<file path="config.mk">
export PLATFORM = sky130hd
export DESIGN_NAME = kv_text_response_parser_unit
export DESIGN_NICKNAME = d
export VERILOG_FILES = /design/src/design/kvp_pkg.sv /design/src/design/kv_text_response_parser_unit.sv /design/src/design/kvp_front.sv /design/src/design/kvp_back.sv
export SDC_FILE = /design/constraint.sdc
export NUM_CORES = 1
export LEC_CHECK = 0
export CAP_MARGIN = 20
export CORE_AREA = 2 2 132 134
export CTS_BUF_LIST = sky130_fd_sc_hd__clkbuf_8
export DETAILED_ROUTE_END_ITERATION = 6
export DIE_AREA = 0 0 134 136
export DONT_BUFFER_PORTS = 1
export PLACE_DENSITY_LB_ADDON = 0.1
export SLEW_MARGIN = 20
export SYNTH_ARGS = -nofsm -noshare
export SYNTH_HDL_FRONTEND = slang
export SYNTH_SLANG_ARGS = --single-unit
</file>
<file path="constraint.sdc">
create_clock -name clk -period 10.5 [get_ports clk]
set_input_delay 2.1 -clock clk [delete_from_list [all_inputs] [get_ports clk]]
set_output_delay 2.1 -clock clk [all_outputs]
set_load 0.05 [all_outputs]
</file>
<file path="src/design/kvp_pkg.sv">
// Shared types, codes and keyword tables of the key-value text reply parser.
package kvp_pkg;

    localparam int DEF_LENGTH_BITS = 32;
    localparam int CL_WIDTH        = 32;
    localparam int STATUS_WIDTH    = 10;
    localparam int QUEUE_DEPTH     = 2;

    localparam logic [STATUS_WIDTH-1:0] MISS_STATUS_RESET = 10'd404;
    localparam logic [STATUS_WIDTH-1:0] STATUS_OK         = 10'd200;
    localparam logic [STATUS_WIDTH-1:0] STATUS_NO_CONTENT = 10'd204;

    localparam logic [1:0] OP_GET = 2'd0;
    localparam logic [1:0] OP_PUT = 2'd1;

    localparam logic [2:0] KIND_HEADER_OK  = 3'd0;
    localparam logic [2:0] KIND_VALUE_BYTE = 3'd1;
    localparam logic [2:0] KIND_BAD_HEADER = 3'd2;
    localparam logic [2:0] KIND_BAD_TRAIL  = 3'd3;
    localparam logic [2:0] KIND_DONE       = 3'd4;

    localparam logic [7:0] CH_LF    = 8'h0A;
    localparam logic [7:0] CH_CR    = 8'h0D;
    localparam logic [7:0] CH_SPACE = 8'h20;
    localparam logic [7:0] CH_ZERO  = 8'h30;
    localparam logic [7:0] CH_NINE  = 8'h39;

    localparam int KW_COUNT    = 5;
    localparam int KW_END      = 0;
    localparam int KW_STORED   = 1;
    localparam int KW_DELETED  = 2;
    localparam int KW_NOTFOUND = 3;
    localparam int KW_VALUE    = 4;

    localparam logic [7:0] PREFIX_LEN    = 8'd6;
    localparam logic [7:0] VALUE_MIN_LEN = 8'd10;
    localparam logic [2:0] TRAILER_LAST  = 3'd6;

    localparam logic [3:0] KW_LEN [0:4] = '{4'd3, 4'd6, 4'd7, 4'd9, 4'd6};

    localparam logic [7:0] KW_TEXT [0:4][0:9] = '{
        '{8'h45, 8'h4E, 8'h44, 8'h00, 8'h00, 8'h00, 8'h00, 8'h00, 8'h00, 8'h00},
        '{8'h53, 8'h54, 8'h4F, 8'h52, 8'h45, 8'h44, 8'h00, 8'h00, 8'h00, 8'h00},
        '{8'h44, 8'h45, 8'h4C, 8'h45, 8'h54, 8'h45, 8'h44, 8'h00, 8'h00, 8'h00},
        '{8'h4E, 8'h4F, 8'h54, 8'h5F, 8'h46, 8'h4F, 8'h55, 8'h4E, 8'h44, 8'h00},
        '{8'h56, 8'h41, 8'h4C, 8'h55, 8'h45, 8'h20, 8'h00, 8'h00, 8'h00, 8'h00}
    };

    localparam logic [7:0] TRAILER_TEXT [0:6] =
        '{8'h0D, 8'h0A, 8'h45, 8'h4E, 8'h44, 8'h0D, 8'h0A};

    // One classified input transaction as it travels from the front to the back.
    typedef struct packed {
        logic       is_start;
        logic [1:0] op;
        logic [7:0] data;
        logic       is_lf;
        logic       is_cr;
        logic       is_space;
        logic       is_digit;
        logic [3:0] digit;
    } kvp_item_t;

endpackage

</file>
<file path="src/design/kv_text_response_parser_unit.sv">
// Top level of the key-value text reply parser: front queue, back parser, checks.
//
// Usage: the input channel (in_valid / in_stall) carries one transaction per cycle
// while in_stall is low. A transaction with req_type 0 starts a new reply and
// latches operation (get, put, delete); a transaction with req_type 1 carries one
// reply byte in data_byte. The output channel (out_valid / out_stall) carries at
// most one result transaction per input transaction: header verdict, passed-through
// value byte, bad trailer or reply complete, in the same order as the inputs that
// cause them. Throughput is one input transaction per cycle while no back-pressure
// holds the output register; each byte takes constant work in the back parser,
// which is the single stage that sets the rate. An accepted input is registered in
// the front queue, and its result then in the output register of the back parser.
// The two-entry queue between front and back lets in_stall stay low while a result
// waits to be taken; when out_stall holds the output register, the back stops
// taking items and in_stall rises once the queue is full.
// Reset clears the queue, sets the parser idle (bytes before a start are dropped)
// and loads the not-found status register with 404. cfg_wr_en writes that status
// register; write it only while the block is idle.
module kv_text_response_parser_unit #(
    parameter int LENGTH_BITS = kvp_pkg::DEF_LENGTH_BITS
) (
    input  logic                              clk,
    input  logic                              rst_n,
    input  logic                              cfg_wr_en,
    input  logic [kvp_pkg::STATUS_WIDTH-1:0]  cfg_wr_data,
    input  logic                              in_valid,
    output logic                              in_stall,
    input  logic                              req_type,
    input  logic [1:0]                        operation,
    input  logic [7:0]                        data_byte,
    output logic                              out_valid,
    input  logic                              out_stall,
    output logic [2:0]                        kind,
    output logic [kvp_pkg::STATUS_WIDTH-1:0]  status_code,
    output logic [kvp_pkg::CL_WIDTH-1:0]      content_length,
    output logic [7:0]                        value_byte
);

    logic               head_valid;
    kvp_pkg::kvp_item_t head;
    logic               pop;

    // The front classifies each transaction and queues it for the parser.
    kvp_front u_front (
        .clk        (clk),
        .rst_n      (rst_n),
        .in_valid   (in_valid),
        .in_stall   (in_stall),
        .req_type   (req_type),
        .operation  (operation),
        .data_byte  (data_byte),
        .head_valid (head_valid),
        .head       (head),
        .pop        (pop)
    );

    // The back runs the reply state machine and owns the output register.
    kvp_back #(
        .LENGTH_BITS (LENGTH_BITS)
    ) u_back (
        .clk            (clk),
        .rst_n          (rst_n),
        .cfg_wr_en      (cfg_wr_en),
        .cfg_wr_data    (cfg_wr_data),
        .head_valid     (head_valid),
        .head           (head),
        .pop            (pop),
        .out_valid      (out_valid),
        .out_stall      (out_stall),
        .kind           (kind),
        .status_code    (status_code),
        .content_length (content_length),
        .value_byte     (value_byte)
    );

    // The parser only takes an item that the queue actually holds.
    a_pop_needs_item: assert property (@(posedge clk) disable iff (!rst_n)
        pop |-> head_valid)
        else $error("parser took an item from an empty queue");

    // The queue can only fill up while the output side holds a result back.
    a_stall_from_output: assert property (@(posedge clk) disable iff (!rst_n)
        $rose(in_stall) |-> $past(out_valid && out_stall))
        else $error("input stalled without output back-pressure");

    // Only an accepted header verdict carries a status and a length.
    a_fields_zero: assert property (@(posedge clk) disable iff (!rst_n)
        (out_valid && (kind != kvp_pkg::KIND_HEADER_OK)) |->
            ((status_code == '0) && (content_length == '0)))
        else $error("status or length set on a non-header result");

endmodule

</file>
<file path="src/design/kvp_front.sv">
// Front part: accepts input transactions, classifies them and queues them.
module kvp_front (
    input  logic              clk,
    input  logic              rst_n,
    input  logic              in_valid,
    output logic              in_stall,
    input  logic              req_type,
    input  logic [1:0]        operation,
    input  logic [7:0]        data_byte,
    output logic              head_valid,
    output kvp_pkg::kvp_item_t head,
    input  logic              pop
);

    localparam int PTR_W = (kvp_pkg::QUEUE_DEPTH > 1) ? $clog2(kvp_pkg::QUEUE_DEPTH) : 1;
    localparam int CNT_W = $clog2(kvp_pkg::QUEUE_DEPTH + 1);

    kvp_pkg::kvp_item_t entry_reg [kvp_pkg::QUEUE_DEPTH];
    logic [PTR_W-1:0]   wr_ptr_reg, wr_ptr_next;
    logic [PTR_W-1:0]   rd_ptr_reg, rd_ptr_next;
    logic [CNT_W-1:0]   count_reg, count_next;
    kvp_pkg::kvp_item_t item;
    logic               push;

    always_comb
    begin
        item.is_start = ~req_type;
        item.op       = operation;
        item.data     = data_byte;
        item.is_lf    = (data_byte == kvp_pkg::CH_LF);
        item.is_cr    = (data_byte == kvp_pkg::CH_CR);
        item.is_space = (data_byte == kvp_pkg::CH_SPACE);
        item.is_digit = (data_byte >= kvp_pkg::CH_ZERO) && (data_byte <= kvp_pkg::CH_NINE);
        item.digit    = data_byte[3:0];
    end

    assign in_stall   = (count_reg == CNT_W'(kvp_pkg::QUEUE_DEPTH));
    assign push       = in_valid && !in_stall;
    assign head_valid = (count_reg != '0);
    assign head       = entry_reg[rd_ptr_reg];

    always_comb
    begin
        wr_ptr_next = wr_ptr_reg;
        rd_ptr_next = rd_ptr_reg;
        count_next  = count_reg;
        if (push)
        begin
            wr_ptr_next = (wr_ptr_reg == PTR_W'(kvp_pkg::QUEUE_DEPTH - 1)) ? '0
                                                                          : wr_ptr_reg + 1'b1;
        end
        if (pop)
        begin
            rd_ptr_next = (rd_ptr_reg == PTR_W'(kvp_pkg::QUEUE_DEPTH - 1)) ? '0
                                                                          : rd_ptr_reg + 1'b1;
        end
        if (push && !pop)
        begin
            count_next = count_reg + 1'b1;
        end
        else if (pop && !push)
        begin
            count_next = count_reg - 1'b1;
        end
    end

    always_ff @(posedge clk or negedge rst_n)
    begin
        if (!rst_n)
        begin
            wr_ptr_reg <= '0;
            rd_ptr_reg <= '0;
            count_reg  <= '0;
        end
        else
        begin
            wr_ptr_reg <= wr_ptr_next;
            rd_ptr_reg <= rd_ptr_next;
            count_reg  <= count_next;
        end
    end

    always_ff @(posedge clk)
    begin
        if (push)
        begin
            entry_reg[wr_ptr_reg] <= item;
        end
    end

endmodule

</file>
<file path="src/design/kvp_back.sv">
// Back part: reply parser state machine with the output register.
module kvp_back #(
    parameter int LENGTH_BITS = kvp_pkg::DEF_LENGTH_BITS
) (
    input  logic                              clk,
    input  logic                              rst_n,
    input  logic                              cfg_wr_en,
    input  logic [kvp_pkg::STATUS_WIDTH-1:0]  cfg_wr_data,
    input  logic                              head_valid,
    input  kvp_pkg::kvp_item_t                head,
    output logic                              pop,
    output logic                              out_valid,
    input  logic                              out_stall,
    output logic [2:0]                        kind,
    output logic [kvp_pkg::STATUS_WIDTH-1:0]  status_code,
    output logic [kvp_pkg::CL_WIDTH-1:0]      content_length,
    output logic [7:0]                        value_byte
);

    localparam int WB = LENGTH_BITS + 4;

    typedef enum logic [4:0] {
        PH_IDLE    = 5'b00001,
        PH_HEADER  = 5'b00010,
        PH_VALUE   = 5'b00100,
        PH_TRAILER = 5'b01000,
        PH_DROP    = 5'b10000
    } phase_t;

    phase_t                           phase_reg, phase_next;
    logic [kvp_pkg::STATUS_WIDTH-1:0] nf_status_reg;
    logic [1:0]                       op_reg, op_next;
    logic [7:0]                       line_len_reg, line_len_next;
    logic [4:0]                       flags_reg, flags_next;
    logic                             cr_pend_reg, cr_pend_next;
    logic [1:0]                       spaces_reg, spaces_next;
    logic [LENGTH_BITS-1:0]           acc_reg, acc_next;
    logic [1:0]                       dstat_reg, dstat_next;
    logic [LENGTH_BITS-1:0]           vleft_reg, vleft_next;
    logic [2:0]                       trl_pos_reg, trl_pos_next;

    logic                             out_valid_reg, out_valid_next;
    logic [2:0]                       out_kind_reg;
    logic [kvp_pkg::STATUS_WIDTH-1:0] out_status_reg;
    logic [kvp_pkg::CL_WIDTH-1:0]     out_len_reg;
    logic [7:0]                       out_byte_reg;

    logic                             res_valid;
    logic [2:0]                       res_kind;
    logic [kvp_pkg::STATUS_WIDTH-1:0] res_status;
    logic [kvp_pkg::CL_WIDTH-1:0]     res_len;
    logic [7:0]                       res_byte;

    // State after a pending CR has been taken into the line.
    logic [7:0]                       pos_a;
    logic [4:0]                       flags_a;
    logic [1:0]                       dstat_a;
    logic [WB-1:0]                    acc_x10;
    logic                             acc_ovf;
    logic [kvp_pkg::CL_WIDTH-1:0]     acc_low;
    logic                             out_free;

    function automatic logic [4:0] kw_hit(input logic [7:0] pos, input logic [7:0] c);
        logic [4:0] hit;
        for (int k = 0; k < kvp_pkg::KW_COUNT; k++)
        begin
            hit[k] = (pos >= {4'b0, kvp_pkg::KW_LEN[k]}) || (c == kvp_pkg::KW_TEXT[k][pos[3:0]]);
        end
        return hit;
    endfunction

    function automatic logic [7:0] sat_inc(input logic [7:0] v);
        return (v == 8'hFF) ? v : v + 8'd1;
    endfunction

    function automatic logic exact(input logic [4:0] flags, input logic [7:0] len, input int k);
        return flags[k] && (len == {4'b0, kvp_pkg::KW_LEN[k]});
    endfunction

    if (LENGTH_BITS >= kvp_pkg::CL_WIDTH)
    begin : g_len_wide
        assign acc_low = acc_reg[kvp_pkg::CL_WIDTH-1:0];
    end
    else
    begin : g_len_narrow
        assign acc_low = {{(kvp_pkg::CL_WIDTH - LENGTH_BITS){1'b0}}, acc_reg};
    end

    assign out_free = !out_valid_reg || !out_stall;
    assign pop      = head_valid && out_free;

    always_comb
    begin
        if (cr_pend_reg)
        begin
            pos_a   = sat_inc(line_len_reg);
            flags_a = flags_reg & kw_hit(line_len_reg, kvp_pkg::CH_CR);
            dstat_a = dstat_reg;
            if ((line_len_reg >= kvp_pkg::PREFIX_LEN) && (spaces_reg == 2'd2))
            begin
                dstat_a[1] = 1'b1;
            end
        end
        else
        begin
            pos_a   = line_len_reg;
            flags_a = flags_reg;
            dstat_a = dstat_reg;
        end
        acc_x10 = {1'b0, acc_reg, 3'b0} + {3'b0, acc_reg, 1'b0} + WB'(head.digit);
        acc_ovf = |acc_x10[WB-1:LENGTH_BITS];
    end

    always_comb
    begin
        phase_next    = phase_reg;
        op_next       = op_reg;
        line_len_next = line_len_reg;
        flags_next    = flags_reg;
        cr_pend_next  = cr_pend_reg;
        spaces_next   = spaces_reg;
        acc_next      = acc_reg;
        dstat_next    = dstat_reg;
        vleft_next    = vleft_reg;
        trl_pos_next  = trl_pos_reg;
        res_valid     = 1'b0;
        res_kind      = kvp_pkg::KIND_HEADER_OK;
        res_status    = '0;
        res_len       = '0;
        res_byte      = '0;

        if (pop)
        begin
            if (head.is_start)
            begin
                op_next       = head.op;
                phase_next    = PH_HEADER;
                line_len_next = '0;
                flags_next    = '1;
                cr_pend_next  = 1'b0;
                spaces_next   = '0;
                acc_next      = '0;
                dstat_next    = '0;
                vleft_next    = '0;
                trl_pos_next  = '0;
            end
            else
            begin
                case (phase_reg)
                    PH_HEADER:
                    begin
                        if (head.is_lf)
                        begin
                            cr_pend_next = 1'b0;
                            phase_next   = PH_DROP;
                            res_valid    = 1'b1;
                            res_kind     = kvp_pkg::KIND_BAD_HEADER;
                            case (op_reg)
                                kvp_pkg::OP_GET:
                                begin
                                    if (exact(flags_reg, line_len_reg, kvp_pkg::KW_END))
                                    begin
                                        res_kind   = kvp_pkg::KIND_HEADER_OK;
                                        res_status = nf_status_reg;
                                    end
                                    else if (flags_reg[kvp_pkg::KW_VALUE] &&
                                             (line_len_reg >= kvp_pkg::VALUE_MIN_LEN) &&
                                             (spaces_reg == 2'd2) && (dstat_reg == 2'b01))
                                    begin
                                        res_kind     = kvp_pkg::KIND_HEADER_OK;
                                        res_status   = kvp_pkg::STATUS_OK;
                                        res_len      = acc_low;
                                        vleft_next   = acc_reg;
                                        trl_pos_next = '0;
                                        phase_next   = (acc_reg != '0) ? PH_VALUE : PH_TRAILER;
                                    end
                                end
                                kvp_pkg::OP_PUT:
                                begin
                                    if (exact(flags_reg, line_len_reg, kvp_pkg::KW_STORED))
                                    begin
                                        res_kind   = kvp_pkg::KIND_HEADER_OK;
                                        res_status = kvp_pkg::STATUS_NO_CONTENT;
                                    end
                                end
                                default:
                                begin
                                    if (exact(flags_reg, line_len_reg, kvp_pkg::KW_DELETED))
                                    begin
                                        res_kind   = kvp_pkg::KIND_HEADER_OK;
                                        res_status = kvp_pkg::STATUS_NO_CONTENT;
                                    end
                                    else if (exact(flags_reg, line_len_reg,
                                                   kvp_pkg::KW_NOTFOUND))
                                    begin
                                        res_kind   = kvp_pkg::KIND_HEADER_OK;
                                        res_status = nf_status_reg;
                                    end
                                end
                            endcase
                        end
                        else
                        begin
                            cr_pend_next  = head.is_cr;
                            line_len_next = pos_a;
                            flags_next    = flags_a;
                            dstat_next    = dstat_a;
                            if (!head.is_cr)
                            begin
                                // A CR never touches the accumulator, so the digit path
                                // works from the stored accumulator.
                                line_len_next = sat_inc(pos_a);
                                flags_next    = flags_a & kw_hit(pos_a, head.data);
                                if (pos_a >= kvp_pkg::PREFIX_LEN)
                                begin
                                    if (spaces_reg != 2'd2)
                                    begin
                                        if (head.is_space)
                                        begin
                                            spaces_next = spaces_reg + 2'd1;
                                        end
                                    end
                                    else if (!dstat_a[1])
                                    begin
                                        if (head.is_digit && !acc_ovf)
                                        begin
                                            acc_next      = acc_x10[LENGTH_BITS-1:0];
                                            dstat_next[0] = 1'b1;
                                        end
                                        else
                                        begin
                                            dstat_next[1] = 1'b1;
                                        end
                                    end
                                end
                            end
                        end
                    end
                    PH_VALUE:
                    begin
                        vleft_next = vleft_reg - 1'b1;
                        if (vleft_reg == LENGTH_BITS'(1))
                        begin
                            phase_next   = PH_TRAILER;
                            trl_pos_next = '0;
                        end
                        res_valid = 1'b1;
                        res_kind  = kvp_pkg::KIND_VALUE_BYTE;
                        res_byte  = head.data;
                    end
                    PH_TRAILER:
                    begin
                        if (head.data != kvp_pkg::TRAILER_TEXT[trl_pos_reg])
                        begin
                            phase_next = PH_DROP;
                            res_valid  = 1'b1;
                            res_kind   = kvp_pkg::KIND_BAD_TRAIL;
                        end
                        else if (trl_pos_reg == kvp_pkg::TRAILER_LAST)
                        begin
                            phase_next = PH_DROP;
                            res_valid  = 1'b1;
                            res_kind   = kvp_pkg::KIND_DONE;
                        end
                        else
                        begin
                            trl_pos_next = trl_pos_reg + 3'd1;
                        end
                    end
                    default:
                    begin
                    end
                endcase
            end
        end

        out_valid_next = out_valid_reg;
        if (out_free)
        begin
            out_valid_next = res_valid;
        end
    end

    always_ff @(posedge clk or negedge rst_n)
    begin
        if (!rst_n)
        begin
            nf_status_reg <= kvp_pkg::MISS_STATUS_RESET;
            phase_reg     <= PH_IDLE;
            op_reg        <= '0;
            line_len_reg  <= '0;
            flags_reg     <= '1;
            cr_pend_reg   <= 1'b0;
            spaces_reg    <= '0;
            acc_reg       <= '0;
            dstat_reg     <= '0;
            vleft_reg     <= '0;
            trl_pos_reg   <= '0;
            out_valid_reg <= 1'b0;
        end
        else
        begin
            if (cfg_wr_en)
            begin
                nf_status_reg <= cfg_wr_data;
            end
            phase_reg     <= phase_next;
            op_reg        <= op_next;
            line_len_reg  <= line_len_next;
            flags_reg     <= flags_next;
            cr_pend_reg   <= cr_pend_next;
            spaces_reg    <= spaces_next;
            acc_reg       <= acc_next;
            dstat_reg     <= dstat_next;
            vleft_reg     <= vleft_next;
            trl_pos_reg   <= trl_pos_next;
            out_valid_reg <= out_valid_next;
        end
    end

    always_ff @(posedge clk)
    begin
        if (out_free && res_valid)
        begin
            out_kind_reg   <= res_kind;
            out_status_reg <= res_status;
            out_len_reg    <= res_len;
            out_byte_reg   <= res_byte;
        end
    end

    assign out_valid      = out_valid_reg;
    assign kind           = out_kind_reg;
    assign status_code    = out_status_reg;
    assign content_length = out_len_reg;
    assign value_byte     = out_byte_reg;

endmodule
</file>
==> metrics.yaml <==
clock_network:
  clock-sinks: 190
  postCtsSetupBuffers: 0
  clk_latency_ns: 0.50
  clockBufferDepth: 2
  h-tree-depth: 4
  path_clk_slew_ns: 0.11
  ctsHoldBuffers: 0
  cts_buffers: 17
  cts_tree: "yes"
  cts_resized: 0
  root_buffer: "clkbuf_8"
synthesis:
  ys_ff_latch: 190
  synth-seq-area-share: 0.435
  yosysWarningCount: 0
  syn_nets: 1363
  syn_inst: 1250
  async_flop_share: 0.563
  syn-cell-area_mm2: 0.0119
  synth-edff-count: 83
  yosysTopAreaCell: "edfxtp_1"
  synth-main-ff-cell: "dfrtp_1"
  synth.area.top_cells: "edfxtp_1 21%, dfrtp_1 20%, ha_1 8.9%, o21ai_0 5.1%, a21oi_1 4.1%"
  synth_top_area_frac: 0.209
  synth.distinct_cells: 68
  avgSynthCellArea_um2: 9.54
die:
  die_w_um: 134
  num_io_pins: 81
  row_count: 48
  initial_core_util: 0.707
  design.core.area_mm2: 0.0169
  dieArea_mm2: 0.0182
  die_y_um: 136
setup_path:
  critical_path_required_ns: 10.92
  critical_path.max_fanout: 31
  timing.rr.start: "u_front.rd_ptr_reg"
  rr_endpoint: "u_back.acc_low[28]"
  crit_path_start_kind: "flop"
  worstSetupPathType: "flop to flop"
  reg2regPathDepth: 15
  arrival_ns: 6.58
  r2r_slack_ns: 4.35
  endpoint_kind: "flop"
global_routing:
  grt-ovfl-total: 0
  grt_max_degree: 108
  grt_pass1_wl_um: 45800
  antenna_found_initial: 0
  grt_use_total: 0.318
  grt_util_met1: 0.466
  use_met2: 0.485
  busiest_layer: "met2"
  gr-usage-met3: 0.0623
  grt_pass1_vias: 8961
power:
  p_leak_nw: 5.24
  p_per_area_mw_per_mm2: 254
  ir_worst_vdd_mv: 0.253
  power_mw: 3.16
cells_and_area:
  syn2layout_area_growth_pct: 4.36
  fill_cells: 1245
  nNetsFinal: 1335
  drive_gt1_frac: 0.0721
outcome:
  status: "finished, final reports clean"
drt:
  final_antenna_net_count: 0
  dr.pass1.iters: 5
  drt_iter0_markers: 941
  vias_per_cell: 6.66
  via_count: 9723
  wl_per_cell_um: 19.5
  routed_wl_um: 28500
  drc_errors: 0
hold_path:
  worstHoldEndpoint: "u_back.flags_reg[3]"
  min_from: "u_back.flags_reg[3]"
  worst_hold_path_type: "flop to flop"
  holdPathStages: 2
sta:
  worst_pin_slew_ns: 1.02
  finClkSkew_ns: 0.0175
  period_minus_slack_ns: 6.15
  rsz0062_at_grt: "false"
  setup_tns_ns: 0
  setup_viol: 0
  fmax_mhz: 162
  timing.final.crit_share: 0.586
  hold_violations: 0
  slew_viol_final: 0
  slew_headroom: 0.301
run:
  maxCapViolations: 0
place:
  portBuffers: 0
  post-dp-hpwl_um: 20100
  gp_congestion: 0.978
==> Yosys cell counts, drive strengths merged (14+ instances only) <==
master,instances
nand4,22
inv,33
a21o,14
nor3,37
dfrtp,97
xor2,18
mux2i,20
and3,19
nor2,108
a22o,34
clkbuf,45
buf,14
nor4,24
ha,85
and2,47
nand3,24
o21ai,129
xnor2,38
nand2,98
a21oi,101
mux2,18
edfxtp,83
==> worst max-delay path, cell delays in order (launching register included) <==
cell	delay, ns
dfrtp_1	1.04
mux2i_1	0.92
inv_1	0.21
ha_1	0.27
ha_1	0.23
fa_1	0.42
a21o_1	0.21
o21ai_1	0.19
a31oi_1	0.19
or4b_1	0.56
a21oi_2	0.26
o31ai_1	0.12
xor2_1	0.17
nor4b_4	0.37
and3_2	0.70
a22o_1	0.23
==> layout by cell type, fill, tap and decap left out, types with 7 or more instances in the layout <==
master and instances:
xnor2_1 38, and3_1 18, a22o_1 34, nand2b_1 9, a21oi_1 97, xor2_1 18
a211oi_1 7, nor4_1 24, nor3_1 37, dfstp_2 10, nand2_1 98, nand4_1 22
mux2i_1 20, and2_1 47, clkbuf_8 17, a31oi_1 12, nand3_1 24, inv_1 32
o31ai_1 10, nor2_1 108, ha_1 85, a21o_1 14, o211ai_1 10, mux2_2 18
o21ai_0 122, edfxtp_1 83, buf_4 12, dfrtp_1 97
==> final cells by class <==
type,count,area (um2),share of cell area
Clock buffer,17,234,0.0188
Multi-Input combinational cell,968,6390,0.513
Timing Repair Buffer,12,90.1,0.00724
Antenna cell,1,2.50,0.000201
Clock inverter,15,144,0.0116
Inverter,33,124,0.00995
Tap cell,225,282,0.0226
Sequential cell,190,5180,0.416
==> worst max path at each step <==
stage,from,to,slack (ns),depth (start not counted)
floorplan,out_stall,u_back.content_length[0],4.50,5
global placement,u_front.rd_ptr_reg,u_back.acc_low[12],4.25,15
detailed placement,u_front.rd_ptr_reg,u_back.acc_low[1],4.46,15
CTS,u_front.rd_ptr_reg,u_back.acc_low[1],4.41,15
global route,u_front.rd_ptr_reg,u_back.acc_low[14],4.04,15
finish,u_front.rd_ptr_reg,u_back.acc_low[28],4.35,15
==> where the power goes <==
group          leakage, nW  switching [mW]  total (mW)  internal (mW)
Combinational         2.89            1.02        1.55          0.528
Clock                0.188           0.299       0.475          0.176
Sequential            2.16           0.213        1.14          0.926
Total                 5.24            1.53        3.16           1.63
==> kinds of logic (layout without fill, tap and decap cells) <==
kind of cell	count (synthesis)	after routing	share of synthesized area
AO/OA/AOI/OAI	362	362	0.187
XOR/XNOR	56	56	0.0411
adder cells (fa/ha/maj)	87	87	0.0925
buffers and inverters	92	77	0.0326
flip-flops	190	190	0.435
multiplexers	38	38	0.0338
other	0	1	0
AND/OR/NAND/NOR	425	425	0.178
==> through the flow <==
step	setup WS, ns	area [um2]	hold WS [ns]	std cells	utilization
after floorplan	4.50	11900	0.454	1250	-
after global placement	4.25	12100	0.477	1428	0.714
after detailed placement	4.46	12100	0.479	1428	0.715
after CTS	4.41	12400	0.494	1460	0.737
after global routing	4.04	12400	0.504	1460	0.737
final	4.35	12400	0.491	1461	0.737
==> layer usage <==
metal	share of wire	routed length, um
met5	0	0
met4	0.019	542
met3	0.069	1970
met2	0.45	12900
met1	0.46	13200
Note: power is estimated with default switching activity, not from simulation.
